$ cat src/hdl/lts_pkg.sv
//------------------------------------------------------------------------------
// lts_pkg
// Types, character codes and helper functions shared by the token scanner.
//------------------------------------------------------------------------------
`default_nettype none

package lts_pkg;

	// Width of the byte offset counter and the width of the reported fields.
	localparam int OFFSET_WIDTH = 16;
	localparam int FIELD_W      = 16;
	localparam int KIND_W       = 3;

	// Result queue depth; a byte needs room for two results to enter.
	localparam int FIFO_DEPTH = 4;
	localparam int PTR_W      = $clog2(FIFO_DEPTH);
	localparam int CNT_W      = $clog2(FIFO_DEPTH + 1);

	localparam logic [OFFSET_WIDTH-1:0] OFF_MAX = {OFFSET_WIDTH{1'b1}};

	// Token kinds.
	localparam logic [KIND_W-1:0] KIND_SPECIAL = 3'd0;
	localparam logic [KIND_W-1:0] KIND_SPLICE  = 3'd1;
	localparam logic [KIND_W-1:0] KIND_STRING  = 3'd2;
	localparam logic [KIND_W-1:0] KIND_ATOM    = 3'd3;
	localparam logic [KIND_W-1:0] KIND_END     = 3'd4;

	// Character codes.
	localparam logic [7:0] CH_NUL    = 8'h00;
	localparam logic [7:0] CH_TAB    = 8'h09;
	localparam logic [7:0] CH_LF     = 8'h0A;
	localparam logic [7:0] CH_SPACE  = 8'h20;
	localparam logic [7:0] CH_DQUOTE = 8'h22;
	localparam logic [7:0] CH_QUOTE  = 8'h27;
	localparam logic [7:0] CH_LPAREN = 8'h28;
	localparam logic [7:0] CH_RPAREN = 8'h29;
	localparam logic [7:0] CH_COMMA  = 8'h2C;
	localparam logic [7:0] CH_SEMI   = 8'h3B;
	localparam logic [7:0] CH_AT     = 8'h40;
	localparam logic [7:0] CH_LBRACK = 8'h5B;
	localparam logic [7:0] CH_BSLASH = 8'h5C;
	localparam logic [7:0] CH_RBRACK = 8'h5D;
	localparam logic [7:0] CH_CARET  = 8'h5E;
	localparam logic [7:0] CH_BTICK  = 8'h60;
	localparam logic [7:0] CH_LBRACE = 8'h7B;
	localparam logic [7:0] CH_RBRACE = 8'h7D;
	localparam logic [7:0] CH_TILDE  = 8'h7E;

	typedef enum logic [2:0] {
		MODE_WS,
		MODE_ATOM,
		MODE_STRING,
		MODE_COMMENT,
		MODE_TILDE
	} mode_t;

	typedef struct packed {
		logic [KIND_W-1:0]  token_kind;
		logic [FIELD_W-1:0] token_start;
		logic [FIELD_W-1:0] token_length;
		logic               open_string;
		logic               offset_overflow;
		logic               last_result;
	} tok_t;

	// Results produced by one byte: how many, and the first two slots in order.
	typedef struct packed {
		logic [1:0] count;
		tok_t       tok0;
		tok_t       tok1;
	} push_t;

	function automatic logic is_space(input logic [7:0] b);
		is_space = b inside {CH_COMMA, CH_SPACE, CH_TAB, CH_LF};
	endfunction

	function automatic logic is_special(input logic [7:0] b);
		is_special = b inside {CH_LPAREN, CH_RPAREN, CH_LBRACK, CH_RBRACK,
			CH_LBRACE, CH_RBRACE, CH_QUOTE, CH_BTICK, CH_TILDE, CH_CARET, CH_AT};
	endfunction

	function automatic logic is_delim(input logic [7:0] b);
		is_delim = b inside {CH_SPACE, CH_TAB, CH_LF, CH_COMMA, CH_SEMI,
			CH_LPAREN, CH_RPAREN, CH_LBRACK, CH_RBRACK, CH_LBRACE, CH_RBRACE,
			CH_QUOTE, CH_BTICK, CH_DQUOTE};
	endfunction

	// Length from start to end, plus an optional extra byte, clamped to OFF_MAX.
	function automatic logic [FIELD_W-1:0] tok_len(
		input logic [OFFSET_WIDTH-1:0] first,
		input logic [OFFSET_WIDTH-1:0] last_off,
		input logic                    plus_one
	);
		logic [OFFSET_WIDTH:0] diff;
		logic [OFFSET_WIDTH-1:0] clamped;
		diff = {1'b0, last_off} - {1'b0, first} + {{OFFSET_WIDTH{1'b0}}, plus_one};
		if (diff > {1'b0, OFF_MAX}) begin
			clamped = OFF_MAX;
		end else begin
			clamped = diff[OFFSET_WIDTH-1:0];
		end
		tok_len = FIELD_W'(clamped);
	endfunction

endpackage

`default_nettype wire

$ cat src/hdl/lts_if.sv
//------------------------------------------------------------------------------
// lts_if
// Valid/ready channels for source bytes and for scanned tokens.
//------------------------------------------------------------------------------
`default_nettype none

interface lts_byte_if;
	logic       valid;
	logic       ready;
	logic [7:0] text_byte;

	modport source (output valid, output text_byte, input ready);
	modport sink (input valid, input text_byte, output ready);
endinterface

interface lts_tok_if;
	import lts_pkg::*;

	logic               valid;
	logic               ready;
	logic [KIND_W-1:0]  token_kind;
	logic [FIELD_W-1:0] token_start;
	logic [FIELD_W-1:0] token_length;
	logic               open_string;
	logic               offset_overflow;
	logic               last_result;

	modport source (output valid, output token_kind, output token_start,
		output token_length, output open_string, output offset_overflow,
		output last_result, input ready);
	modport sink (input valid, input token_kind, input token_start,
		input token_length, input open_string, input offset_overflow,
		input last_result, output ready);
endinterface

`default_nettype wire

$ cat src/hdl/lisp_token_scanner.sv
//------------------------------------------------------------------------------
// lisp_token_scanner
// Streaming lexer for Lisp source text: one byte in, zero to two tokens out.
//------------------------------------------------------------------------------
// The scanner takes one source byte per request on text_in and reports tokens
// on token_out as start offset, length and kind; a zero byte ends the text,
// gives a final request with last_result set and returns the scanner to its
// reset state. A byte enters every clock while the result queue has room, so
// the sustained rate is one byte per cycle for ordinary text when token_out
// is always ready. A byte that ends an atom or a pending tilde and is itself a
// token, or a zero byte that ends an atom or a pending tilde, yields two
// requests; since token_out drains one request per cycle, such bytes build a
// backlog, and input is refused while the queue holds three or more entries
// (as it also is when token_out stalls). The first token of a byte reaches
// token_out through the byte register and then the four-entry result queue,
// which the scan logic writes once the queue has room and whose head drives
// token_out directly.
//------------------------------------------------------------------------------
`default_nettype none

module lisp_token_scanner (
	input  wire logic clk,
	input  wire logic arst_n,
	lts_byte_if.sink  text_in,
	lts_tok_if.source token_out
);
	import lts_pkg::*;

	// Results of the byte being scanned, and whether the queue can take two.
	push_t push;
	logic  room;

	// Byte register and scan-mode state: whitespace, atom, string, comment and
	// pending tilde, plus the escape flag, token start and running offset.
	lts_core u_core (
		.clk     (clk),
		.arst_n  (arst_n),
		.text_in (text_in),
		.room    (room),
		.push    (push)
	);

	// Result queue; a byte is scanned only when two free slots are certain,
	// so no token is ever dropped whatever token_out.ready does.
	lts_fifo u_fifo (
		.clk       (clk),
		.arst_n    (arst_n),
		.push      (push),
		.room      (room),
		.token_out (token_out)
	);

endmodule

`default_nettype wire

$ cat src/hdl/lts_core.sv
//------------------------------------------------------------------------------
// lts_core
// Input byte register and the scan-mode logic that turns one byte into up to
// two tokens.
//------------------------------------------------------------------------------
`default_nettype none

module lts_core (
	input  wire logic          clk,
	input  wire logic          arst_n,
	lts_byte_if.sink           text_in,
	input  wire logic          room,
	output lts_pkg::push_t     push
);
	import lts_pkg::*;

	logic                    valid_s1;
	logic [7:0]              byte_s1;
	logic                    consume;

	mode_t                   mode_q, mode_nx;
	logic                    esc_q, esc_nx;
	logic [OFFSET_WIDTH-1:0] start_q, start_nx;
	logic [OFFSET_WIDTH-1:0] cur_q, cur_nx;
	logic                    sat_q, sat_nx;

	assign consume       = valid_s1 && room;
	assign text_in.ready = !valid_s1 || room;

	always_ff @(posedge clk or negedge arst_n) begin
		if (!arst_n) begin
			valid_s1 <= 1'b0;
		end else if (text_in.ready) begin
			valid_s1 <= text_in.valid;
		end
	end

	always_ff @(posedge clk) begin
		if (text_in.ready && text_in.valid) begin
			byte_s1 <= text_in.text_byte;
		end
	end

	always_ff @(posedge clk or negedge arst_n) begin
		if (!arst_n) begin
			mode_q  <= MODE_WS;
			esc_q   <= 1'b0;
			start_q <= '0;
			cur_q   <= '0;
			sat_q   <= 1'b0;
		end else if (consume) begin
			mode_q  <= mode_nx;
			esc_q   <= esc_nx;
			start_q <= start_nx;
			cur_q   <= cur_nx;
			sat_q   <= sat_nx;
		end
	end

	always_comb begin
		tok_t       res [2];
		tok_t       base;
		logic [1:0] n;
		logic       ws_path;

		base                 = '0;
		base.offset_overflow = sat_q;
		res[0]               = base;
		res[1]               = base;
		n                    = 2'd0;
		ws_path              = 1'b0;
		mode_nx              = mode_q;
		esc_nx               = esc_q;
		start_nx             = start_q;
		sat_nx               = sat_q;

		if (cur_q == OFF_MAX) begin
			cur_nx = cur_q;
			sat_nx = 1'b1;
		end else begin
			cur_nx = cur_q + 1'b1;
		end

		if (byte_s1 == CH_NUL) begin
			// End of text: flush a pending atom or tilde, then the final result.
			if (mode_q == MODE_ATOM) begin
				res[0].token_kind   = KIND_ATOM;
				res[0].token_start  = FIELD_W'(start_q);
				res[0].token_length = tok_len(start_q, cur_q, 1'b0);
				n = 2'd1;
			end else if (mode_q == MODE_TILDE) begin
				res[0].token_kind   = KIND_SPECIAL;
				res[0].token_start  = FIELD_W'(start_q);
				res[0].token_length = FIELD_W'(1);
				n = 2'd1;
			end
			res[n[0]].token_kind   = KIND_END;
			res[n[0]].token_start  = FIELD_W'(cur_q);
			res[n[0]].token_length = '0;
			res[n[0]].open_string  = (mode_q == MODE_STRING);
			res[n[0]].last_result  = 1'b1;
			n        = n + 2'd1;
			mode_nx  = MODE_WS;
			esc_nx   = 1'b0;
			start_nx = '0;
			cur_nx   = '0;
			sat_nx   = 1'b0;
		end else begin
			case (mode_q)
				MODE_ATOM: begin
					if (is_delim(byte_s1)) begin
						res[0].token_kind   = KIND_ATOM;
						res[0].token_start  = FIELD_W'(start_q);
						res[0].token_length = tok_len(start_q, cur_q, 1'b0);
						n       = 2'd1;
						mode_nx = MODE_WS;
						ws_path = 1'b1;
					end
				end
				MODE_STRING: begin
					if (esc_q) begin
						esc_nx = 1'b0;
					end else if (byte_s1 == CH_DQUOTE) begin
						res[0].token_kind   = KIND_STRING;
						res[0].token_start  = FIELD_W'(start_q);
						res[0].token_length = tok_len(start_q, cur_q, 1'b1);
						n       = 2'd1;
						mode_nx = MODE_WS;
					end else if (byte_s1 == CH_BSLASH) begin
						esc_nx = 1'b1;
					end
				end
				MODE_COMMENT: begin
					if (byte_s1 == CH_LF) begin
						mode_nx = MODE_WS;
					end
				end
				MODE_TILDE: begin
					res[0].token_start = FIELD_W'(start_q);
					n       = 2'd1;
					mode_nx = MODE_WS;
					if (byte_s1 == CH_AT) begin
						res[0].token_kind   = KIND_SPLICE;
						res[0].token_length = FIELD_W'(2);
					end else begin
						res[0].token_kind   = KIND_SPECIAL;
						res[0].token_length = FIELD_W'(1);
						ws_path = 1'b1;
					end
				end
				default: begin
					mode_nx = MODE_WS;
					ws_path = 1'b1;
				end
			endcase

			// Whitespace-mode handling, also for a byte that ended a token.
			if (ws_path && !is_space(byte_s1)) begin
				start_nx = cur_q;
				if (byte_s1 == CH_SEMI) begin
					mode_nx = MODE_COMMENT;
				end else if (byte_s1 == CH_DQUOTE) begin
					mode_nx = MODE_STRING;
					esc_nx  = 1'b0;
				end else if (byte_s1 == CH_TILDE) begin
					mode_nx = MODE_TILDE;
				end else if (is_special(byte_s1)) begin
					res[n[0]].token_kind   = KIND_SPECIAL;
					res[n[0]].token_start  = FIELD_W'(cur_q);
					res[n[0]].token_length = FIELD_W'(1);
					n = n + 2'd1;
				end else begin
					mode_nx = MODE_ATOM;
				end
			end
		end

		push.count = consume ? n : 2'd0;
		push.tok0  = res[0];
		push.tok1  = res[1];
	end

endmodule

`default_nettype wire

$ cat src/hdl/lts_fifo.sv
//------------------------------------------------------------------------------
// lts_fifo
// Small result queue that takes up to two tokens a cycle and hands out one.
//------------------------------------------------------------------------------
`default_nettype none

module lts_fifo (
	input  wire logic           clk,
	input  wire logic           arst_n,
	input  wire lts_pkg::push_t push,
	output logic                room,
	lts_tok_if.source           token_out
);
	import lts_pkg::*;

	tok_t             mem_q [FIFO_DEPTH];
	logic [PTR_W-1:0] head_q, tail_q;
	logic [CNT_W-1:0] count_q;
	logic             pop;
	logic [PTR_W-1:0] tail_p1;
	tok_t             head_tok;

	assign pop      = token_out.valid && token_out.ready;
	assign room     = count_q <= CNT_W'(FIFO_DEPTH - 2);
	assign tail_p1  = tail_q + 1'b1;
	assign head_tok = mem_q[head_q];

	always_ff @(posedge clk or negedge arst_n) begin
		if (!arst_n) begin
			head_q  <= '0;
			tail_q  <= '0;
			count_q <= '0;
		end else begin
			if (pop) begin
				head_q <= head_q + 1'b1;
			end
			tail_q  <= tail_q + PTR_W'(push.count);
			count_q <= count_q + CNT_W'(push.count) - CNT_W'(pop);
		end
	end

	always_ff @(posedge clk) begin
		if (push.count != 2'd0) begin
			mem_q[tail_q] <= push.tok0;
		end
		if (push.count == 2'd2) begin
			mem_q[tail_p1] <= push.tok1;
		end
	end

	assign token_out.valid           = count_q != '0;
	assign token_out.token_kind      = head_tok.token_kind;
	assign token_out.token_start     = head_tok.token_start;
	assign token_out.token_length    = head_tok.token_length;
	assign token_out.open_string     = head_tok.open_string;
	assign token_out.offset_overflow = head_tok.offset_overflow;
	assign token_out.last_result     = head_tok.last_result;

endmodule

`default_nettype wire

$ cat src/flat_wrapper.sv
// flat-port wrapper written by rule: the top's interface ports become plain ports
module lisp_token_scanner_flat import lts_pkg::*;
  (clk, arst_n, text_in_valid, text_in_text_byte, text_in_ready, token_out_valid, token_out_token_kind, token_out_token_start, token_out_token_length, token_out_open_string, token_out_offset_overflow, token_out_last_result, token_out_ready);
  lts_byte_if text_in_i ();
  lts_tok_if token_out_i ();
  input  wire logic clk;
  input  wire logic arst_n;
  input wire logic [$bits(text_in_i.valid)-1:0] text_in_valid;
  input wire logic [$bits(text_in_i.text_byte)-1:0] text_in_text_byte;
  output wire logic [$bits(text_in_i.ready)-1:0] text_in_ready;
  output wire logic [$bits(token_out_i.valid)-1:0] token_out_valid;
  output wire logic [$bits(token_out_i.token_kind)-1:0] token_out_token_kind;
  output wire logic [$bits(token_out_i.token_start)-1:0] token_out_token_start;
  output wire logic [$bits(token_out_i.token_length)-1:0] token_out_token_length;
  output wire logic [$bits(token_out_i.open_string)-1:0] token_out_open_string;
  output wire logic [$bits(token_out_i.offset_overflow)-1:0] token_out_offset_overflow;
  output wire logic [$bits(token_out_i.last_result)-1:0] token_out_last_result;
  input wire logic [$bits(token_out_i.ready)-1:0] token_out_ready;
  assign text_in_i.valid = text_in_valid;
  assign text_in_i.text_byte = text_in_text_byte;
  assign text_in_ready = text_in_i.ready;
  assign token_out_valid = token_out_i.valid;
  assign token_out_token_kind = token_out_i.token_kind;
  assign token_out_token_start = token_out_i.token_start;
  assign token_out_token_length = token_out_i.token_length;
  assign token_out_open_string = token_out_i.open_string;
  assign token_out_offset_overflow = token_out_i.offset_overflow;
  assign token_out_last_result = token_out_i.last_result;
  assign token_out_i.ready = token_out_ready;
  lisp_token_scanner u_core (.clk(clk), .arst_n(arst_n), .text_in(text_in_i), .token_out(token_out_i));
endmodule
$ cat config.mk
export PLATFORM = sky130hd
export DESIGN_NAME = lisp_token_scanner_flat
export DESIGN_NICKNAME = d
export VERILOG_FILES = /design/src/hdl/lts_pkg.sv /design/src/hdl/lts_if.sv /design/src/hdl/lisp_token_scanner.sv /design/src/hdl/lts_core.sv /design/src/hdl/lts_fifo.sv /design/src/flat_wrapper.sv
export SDC_FILE = /design/constraint.sdc
export NUM_CORES = 1
export LEC_CHECK = 0
export BUFFER_PORTS_ARGS = -buffer_cell sky130_fd_sc_hd__buf_2
export CORE_AREA = 2 2 147 149
export CTS_CLUSTER_DIAMETER = 200
export CTS_CLUSTER_SIZE = 12
export DETAILED_ROUTE_END_ITERATION = 16
export DIE_AREA = 0 0 149 151
export PLACE_DENSITY = 0.75
export SLEW_MARGIN = 20
export SYNTH_ARGS = -nofsm -noshare
export SYNTH_HDL_FRONTEND = slang
export SYNTH_SLANG_ARGS = --single-unit
export TNS_END_PERCENT = 30
$ cat constraint.sdc
create_clock -name clk -period 6.76 [get_ports clk]
set_input_delay 0.338 -clock clk [delete_from_list [all_inputs] [get_ports clk]]
set_output_delay 0.338 -clock clk [all_outputs]
set_load 0.01 [all_outputs]
* Yosys cells after proc, flatten, opt, wreduce, memory -nomap -nowiden
Memories as Yosys holds them, arrays and structs flattened.
Index checks and enable logic that the tools add are counted.
Widths: inputs -> output; s select.
** Operators by class
- Equal/unequal tests :: 25
- Add/sub/neg operators :: 10
- Reductions and logical operators :: 21
- Multiplexer cells :: 90
- Bitwise operators :: 2
- Magnitude comparators :: 7
** Operators by type and width (number)
- $bwmux 76 :: 8
- $mux 76 :: 6
- $demux 38 s1 :: 8
- $mux 35 :: 4
- $mux 34 :: 4
- $pmux 34 s3 :: 1
- $mux 16 :: 6
- $mux 38 :: 2
- $eq 8x7->1 const B :: 9
- $eq 8x6->1 const B :: 7
- $mux 19 :: 2
- $gt 17x16->1 const B :: 2
- $mux 3 :: 11
- $mux 32 :: 1
- $mux 1 :: 24
- $mux 2 :: 10
- $add 17x1->17 const B :: 1
- $sub 16x16->17 :: 1
- $add 16x1->16 const B :: 1
- $eq 16x16->1 const B :: 1
- $eq 8x4->1 const B :: 2
- $reduce_bool 14->1 :: 1
- $reduce_bool 11->1 :: 1
- $pmux 3 s3 :: 1
- other kinds (23) :: 41
** Word-level totals
- Input bits :: 12
- Bits in writable memories :: 152
- Memories :: 1
- Register bits after elaboration :: 53
- Logic and storage cells :: 166
- Output and inout bits :: 40
** Memories
- u_core.u_fifo.mem_q :: depth 4, bits a word 38, read ports 1, clocked after Yosys merged registers in 0, wr ports 2, line lts_fifo.sv:16 : tok_t mem_q [FIFO_DEPTH];

* Logic depth before layout (Yosys ltp)
Gate-level depths: netlist of the first run.
- Depth after elaboration :: 19
- Mapped depth :: 21
- Depth with buffers taken out :: 19

* By module
Synthesis of the first run repeated with hierarchy kept, for this count alone.
** Second synthesis, totals
- Cells, all modules :: 1000
- Area, all modules :: 12475.7 um^2
** By module, submodules not included
- lts_fifo :: cells each 408, seq. area each 4739.5 um^2, area an instance 7905.1 um^2, times used 1
- lts_core :: cells each 592, seq. area each 1191.1 um^2, area an instance 4570.6 um^2, times used 1

* Worst setup path before layout of the first run
No wires, ideal clock.
- Path type :: register to register
- From :: register u_core.u_core.byte_s1[4]
- To :: memory u_core.u_fifo.mem_q[0][0] (netlist bit) (enable)
- Stages on the path, launching flop included :: 14
- Setup slack :: 0.419 ns
- Library setup time :: 0.487 ns
- Required time :: 6.273 ns
- Data arrival time :: 5.854 ns
- Path buffers :: 0
- Period minus slack after synthesis :: 6.341 ns
- Cells stage by stage :: edfxtp_1 or3b_1 or4_1 o22ai_1 and3b_1 o211a_1 inv_1 ha_1 a211oi_1 a211oi_4 nor2_1 nor2_1 nor2b_1 o31ai_1
** RTL lines
- from (decl) :: line lts_core.sv:18 : logic [7:0] byte_s1;
- from (signal assigned) :: line lts_core.sv:40 : byte_s1 <= text_in.text_byte;
- to (decl) :: line lts_fifo.sv:16

==> results of run 1 <==
[worst max path at each step]
| stage | end | cells after the start | slack [ns] | startpoint |
|---|---|---|---|---|
| final | u_core.u_fifo.mem_q[1][10]$_SDFFCE_PP0P_ | 18 | 1.21 | u_core.u_core.cur_q[0]$_DFFE_PN0P_ |
| after floorplan | u_core.u_fifo.mem_q[0][0]$_DFFE_PP_ | 13 | 0.42 | u_core.u_core.byte_s1[4]$_DFFE_PP_ |
| after global routing | u_core.u_fifo.mem_q[2][10]$_SDFFCE_PP0P_ | 18 | 0.76 | u_core.u_core.cur_q[0]$_DFFE_PN0P_ |
| after global placement | u_core.u_fifo.mem_q[0][10]$_SDFFCE_PP0P_ | 18 | 1.54 | u_core.u_core.cur_q[0]$_DFFE_PN0P_ |
| after CTS | u_core.u_fifo.mem_q[1][10]$_SDFFCE_PP0P_ | 18 | 1.25 | u_core.u_core.cur_q[0]$_DFFE_PN0P_ |
| after detailed placement | u_core.u_fifo.mem_q[1][10]$_SDFFCE_PP0P_ | 18 | 1.30 | u_core.u_core.cur_q[0]$_DFFE_PN0P_ |
[what timing repair did]
item / 4_1_cts / 5_1_grt
buffers inserted: 0 / 0
hold buffers: 0 / 1
endpoints found under the hold margin: 0 / 45
[cell usage after synthesis, drive strengths merged (4+ instances only)]
cell     number
a211oi       16
clkbuf       46
mux4         37
ha           26
nand4         9
or3           6
nor4          4
a21oi        37
o21a          4
o2111ai       5
nand2        70
and2          5
nor3         21
nor2        119
a22o         17
or2           4
xor2         21
and3         14
o211ai        5
nor3b         4
o21bai        4
o21ai        35
xnor2        15
dfrtp        45
mux2i        13
edfxtp      156
a31oi         9
a21o         12
inv          37
nand3        24
nor2b         8
nand2b       14
a311oi        4
buf          25
o2bb2ai      60
nand3b        5
[critical path: stages (launching register included)]
cell and delay (ns):
dfrtp_1 0.52, inv_1 0.12, ha_1 0.22, fa_1 0.50, nand2b_1 0.19, a21oi_1 0.18, xor2_1 0.36, nand4_1 0.32
nor3_1 0.47, nand4_1 0.25, nor2_1 0.16, ha_1 0.31, and3_1 0.20, and3_1 0.16, o211ai_2 0.11, o41ai_4 0.76
buf_4 0.33, a211oi_4 0.10, nor2_1 0.12
[sequential cells by signal (all words and copies together), names as in the netlist]
register / flops
u_core.u_core.byte_s1: 8
u_core.u_core.cur_q: 16
u_core.u_core.esc_q: 1
u_core.u_core.mode_q: 3
u_core.u_core.sat_q: 1
u_core.u_core.start_q: 16
u_core.u_core.valid_s1: 1
u_core.u_fifo.count_q: 3
u_core.u_fifo.head_q: 2
u_core.u_fifo.mem_q: 148
u_core.u_fifo.tail_q: 2
[cell type report]
cell class,instances,area (um^2)
Clock buffer,35,578
Clock inverter,1,5.00
Fill cell,1703,8280
Inverter,37,139
Multi-Input combinational cell,675,5280
Sequential cell,201,5810
Tap cell,275,344
Timing Repair Buffer,67,380
[power breakdown]
group / total, mW / internal [mW] / switching, mW
Clock: 1.02 / 0.577 / 0.448
Sequential: 1.72 / 1.52 / 0.197
Combinational: 2.44 / 0.972 / 1.47
Total: 5.19 / 3.07 / 2.11
[cell families (layout without fill, tap and decap cells)]
group / count (synthesis) / in the layout / share of synthesized area [%]
and+or+nand+nor: 320 / 320 / 13.8
AOI/OAI and AO/OA: 241 / 241 / 17.2
DFF: 201 / 201 / 50.7
buffers and inverters: 108 / 140 / 3.87
muxes: 50 / 50 / 8.47
xor gates and xnor gates: 36 / 36 / 2.82
adders and majority gates: 28 / 28 / 3.19
[layer usage]
layer	vias to the layer above	share of wire, %	GRT usage (%)
li1	3761	-	-
met1	4046	44	34.1
met2	270	48	41.4
met3	44	6.0	3.01
met4	0	2.1	6.52
met5	-	0	0
[per-stage QoR]
stage,setup WS [ns],utilization [%]
4_1_cts,1.25,60.1
6_report,1.21,60.2
3_3_place_gp,1.54,57.3
2_1_floorplan,0.419,-
5_1_grt,0.757,60.2
3_5_place_dp,1.30,57.3
[cell usage in the layout (no fill, tap or decap), types with 23 or more instances in the layout]
| cell type | count |
|---|---|
| edfxtp_1 | 156 |
| nor2_1 | 115 |
| nand2_1 | 68 |
| o2bb2ai_1 | 60 |
| buf_2 | 50 |
| dfrtp_1 | 43 |
| inv_1 | 37 |
| mux4_2 | 37 |
| a21oi_1 | 36 |
| o21ai_0 | 29 |
| ha_1 | 26 |
| nand3_1 | 23 |
==> results_dict.tcl, run 1 <==
set metrics [dict create \
    status "completed" \
    clock_skew_ns 0.0132 \
    numCtsBuffers 20 \
    regToRegSetupSlack_ns 1.21 \
    gr-usage-all-layers_pct 24.6 \
    cts.htree.levels 1 \
    root_buffer "clkbuf_16" \
    finalHoldViolCount 0 \
    synth_top_area_share_pct 40.9 \
    stdcell_count 1291 \
    rsz0062_at_grt "no" \
    first_iter_violations 756 \
    max_freq_ghz 0.180 \
    seq_area_frac_synth_pct 50.7 \
    ys.flop_type "edfxtp_1" \
    rows 53 \
    wl_mm 26.7 \
    grt_pass1_vias 8114 \
    crit_arrival_ns 5.90 \
    drive_gt1_share_pct 17.2 \
    final_area_um2 12500 \
    slew_headroom_pct 24.7 \
    drtAntennaViolNets 0 \
    cts_tree "yes" \
    area_delta_synth_final_pct 9.40 \
    tns_ns 0 \
    synth.distinct_cells 87 \
    crit_required_ns 7.11 \
    antenna_found_initial 0 \
    min_path_type "in -> reg" \
    first_pass_iters 5 \
    p_total_mw 5.19 \
    period_share_pct 82.1 \
    drv_slew 0 \
    r2r_start "u_core.u_core.cur_q[0]$_DFFE_PN0P_" \
    netlist_top_cells_area "edfxtp_1 41%, dfrtp_1 9.8%, mux4_2 7.3%, o2bb2ai_1 4.6%, nor2_1 3.9%" \
    nNetsFinal 1042 \
    critPathKind "reg -> reg" \
    syn_area_um2 11500 \
    synth-seq-cells 201 \
    finalSetupViolations 0 \
    cts.clk_slew.worst_paths_ns 0.06 \
    yosysWarnings 0 \
    hpwl_mm 17.5 \
    drc 0 \
    r2r-end "u_core.u_fifo.mem_q[1][10]$_SDFFCE_PP0P_" \
    grt.overflow.total 0 \
    core_region_area_um2 20800 \
    p_per_area_nw_per_um2 413 \
    tightest_slew_ns 1.11 \
    endpoint_kind "register" \
    syn_nets 1024 \
    peakVddDrop_mv 0.368 \
    avgSynthCellArea_um2 11.7 \
    io_pins 52 \
    grt_pass1_wl_mm 43.2 \
    die-area_um2 22500 \
    cts.sinks 201 \
    start_util_pct 55.1 \
    cts_buffer_depth 3 \
    synth_cells 984 \
    placedCellCount 1254 \
    clock_latency_ns 0.51 \
    cts-resized-gates 0 \
    min_period_ns 5.55 \
    p_leak_nw 4.69 \
    globalplace.congestion 0.936 \
    die_w_um 149 \
    min_to "u_core.u_core.byte_s1[4]$_DFFE_PP_" \
    min_from "text_in_text_byte[4]" \
    io_buffer_count 51 \
    async_reset_ff_share_pct 22.4 \
    viasPerCell 6.29 \
    grt_max_degree 46 \
    maxCapViolations 0 \
    cp_max_fo 10 \
    synth_enable_flop_cells 156 \
    cp-start-kind "register" \
    whs_path_depth 1 \
    ff2ff_path_depth 18 \
    synth_top_cell_by_area "edfxtp_1" \
    die_h_um 151 \
    hold_ws_ns 0.0138 \
    post_dp_cell_area_um2 11900 \
    antenna_cells 0 \
    via_count 8121 \
    wl_per_cell_um 20.7 \
]
Note: power is estimated with default switching activity, not from simulation.
==> run 2, diff against run 1 <==
==> constraint.sdc (replaced) <==
create_clock -name clk -period 5.1 [get_ports clk]
set_input_delay 0.255 -clock clk [delete_from_list [all_inputs] [get_ports clk]]
set_output_delay 0.255 -clock clk [all_outputs]
set_load 0.01 [all_outputs]
==> run 2 against run 1 <==
Against the previous run: first-iteration DRC count shrank 7.9%; sequential power grew 34%; non-clock buffer count grew 28; cell area grew 1.8%; count of clock-buffer cells in the layout is the same; worst setup slack lost 0.82 ns; largest cell class unchanged; die area is the same; cell count grew 2.2%; utilization grew 1.1 points.
==> results_dict.tcl, run 2 (synthesis gave the netlist of run 1 again) <==
set metrics [dict create \
    globalplace.congestion 1.01 \
    numCtsBuffers 20 \
    cts.sinks 201 \
    drv_slew 0 \
    whs_path_depth 3 \
    met3_usage_pct 3.52 \
    p_per_area_nw_per_um2 546 \
    cpMaxStageDelayCell "or4_1" \
    die-area_um2 22500 \
    grt_pass1_wl_mm 44.3 \
    cp_cell_sequence "or3b_1 > or4_1 > o22ai_1 > and3b_1 > o211a_1 > inv_1 > ha_1 > a211oi_1 > a211oi_4 > nor2_1 > nor2_1 > inv_1 > ha_1 > inv_1 > ha_1 > inv_1 > fa_1 > xor2_1 > xnor2_1" \
    cts.htree.levels 1 \
    min_period_ns 4.71 \
    use_met2_pct 41.9 \
    status "completed" \
    grt_util_met1_pct 34.2 \
    cp-start-kind "register" \
    crit_required_ns 5.47 \
    finalSetupViolations 0 \
    top_usage_layer "met2" \
    grt_max_degree 46 \
    core_region_area_um2 20800 \
    tightest_slew_ns 1.12 \
    maxCapViolations 0 \
    clock_latency_ns 0.50 \
    slew_headroom_pct 25.2 \
    cp.depth 19 \
    cts-resized-gates 0 \
    viasPerCell 6.24 \
    root_buffer "clkbuf_16" \
    die_w_um 149 \
    antenna_found_initial 0 \
    largest_reg_flops 148 \
    drive_gt1_share_pct 18.2 \
    finalHoldViolCount 0 \
    r2r_start "u_core.u_core.byte_s1[6]$_DFFE_PP_" \
    ff2ff_path_depth 19 \
    grt_pass1_vias 8327 \
    cts_tree "yes" \
    final_core_util_pct 61.3 \
    period_share_pct 92.4 \
    regToRegSetupSlack_ns 0.39 \
    max_freq_ghz 0.212 \
    hpwl_mm 18.6 \
    wl_mm 27.4 \
    worst-path-buf-inv 4 \
    min_to "u_core.u_fifo.head_q[0]$_DFFE_PN0P_" \
    first_pass_iters 5 \
    tns_ns 0 \
    rsz0062_at_grt "no" \
    crit_arrival_ns 5.08 \
    min_path_type "in -> reg" \
    r2r-end "u_core.u_fifo.count_q[2]$_DFF_PN0_" \
    io_buffer_count 51 \
    area_delta_synth_final_pct 11.3 \
    rows 53 \
    critPathMostFrequentCell "inv_1" \
    grt.overflow.total 0 \
    wl_per_cell_um 20.7 \
    p_leak_nw 4.84 \
    start_util_pct 55.1 \
    peakVddDrop_mv 0.452 \
    critPathKind "reg -> reg" \
    regMostFlops "u_core.u_fifo.mem_q" \
    die_h_um 151 \
    min_from "token_out_ready" \
    cts_buffer_depth 3 \
    clock_skew_ns 0.0112 \
    slowest_delay_ns 0.49 \
    gr-usage-all-layers_pct 25.0 \
    drtAntennaViolNets 0 \
    io_pins 52 \
    cpLargestDelayFamily "simple AND/OR/NAND/NOR gates" \
    antenna_cells 0 \
    endpoint_kind "register" \
    final_common_cell "edfxtp_1" \
    via_count 8235 \
    nNetsFinal 1070 \
    layout_common_cells "156 x edfxtp_1, 116 x nor2_1, 68 x nand2_1, 60 x o2bb2ai_1, 50 x buf_2" \
    first_iter_violations 696 \
    reg_top3 "u_core.u_fifo.mem_q (148), u_core.u_core.cur_q (16), u_core.u_core.start_q (16)" \
    p_total_mw 6.97 \
    drc 0 \
    cp_max_fo 8 \
    cts.clk_slew.worst_paths_ns 0.07 \
]
run 2: changes by cell type in the layout (fill, tap and decap cells not counted), sizes merged:
| cell | delta |
|---|---|
| dlygate4sd3 | +9 |
| buf | +19 |
run 2: timing repair:
| item | CTS | global route |
|---|---|---|
| hold endpoints to repair | 46 | 0 |
| hold buffers | 10 | 0 |
| setup buffers | 0 | 0 |
run 2: metrics by stage:
step,cell area [um^2],hold WS (ns),worst slack [ns],cells
2_1_floorplan,11500,-0.0406,-0.171,984
3_3_place_gp,12100,0.431,0.558,1273
3_5_place_dp,12100,0.434,0.414,1273
4_1_cts,12800,0.116,0.400,1319
5_1_grt,12800,0.148,0.0520,1319
6_report,12800,0.128,0.389,1319
run 2: how the worst max path moves through the flow:
| stage | startpoint | end | slack, ns |
|---|---|---|---|
| 6_report | u_core.u_core.byte_s1[6]$_DFFE_PP_ | u_core.u_fifo.count_q[2]$_DFF_PN0_ | 0.39 |
| 5_1_grt | u_core.u_core.byte_s1[6]$_DFFE_PP_ | u_core.u_fifo.count_q[2]$_DFF_PN0_ | 0.05 |
| 4_1_cts | u_core.u_core.byte_s1[6]$_DFFE_PP_ | u_core.u_fifo.count_q[2]$_DFF_PN0_ | 0.40 |
| 3_5_place_dp | u_core.u_core.byte_s1[6]$_DFFE_PP_ | u_core.u_fifo.count_q[2]$_DFF_PN0_ | 0.41 |
| 3_3_place_gp | u_core.u_core.byte_s1[5]$_DFFE_PP_ | u_core.u_fifo.count_q[2]$_DFF_PN0_ | 0.56 |
| 2_1_floorplan | u_core.u_core.byte_s1[4]$_DFFE_PP_ | u_core.u_fifo.mem_q[1][0]$_DFFE_PP_ | -0.17 |
run 2: power by group:
group	internal, mW	switching (mW)	total [mW]
logic	1.35	1.94	3.29
clock network	0.765	0.596	1.36
registers	2.02	0.297	2.31
total	4.14	2.83	6.97
run 2: worst min-delay path: stages:
cell and delay (ns):
buf_2 0.07, and2_1 0.18, xor2_1 0.08
run 2: final cells by class:
class / count / area [um^2]
inverters: 37 / 139
flip-flops and latches: 201 / 5810
well taps: 275 / 344
clock inverters: 1 / 5.00
repair buffers: 95 / 626
multi-input cells: 675 / 5260
fillers: 1706 / 8060
clock buffers: 35 / 578
run 2: layer usage:
layer | vias up | share of wire (%) | routed length [um]
met5 | - | 0 | 0
met4 | 0 | 2.2 | 599
met3 | 54 | 6.7 | 1820
met2 | 320 | 48 | 13200
met1 | 4035 | 43 | 11700
li1 | 3826 | - | -
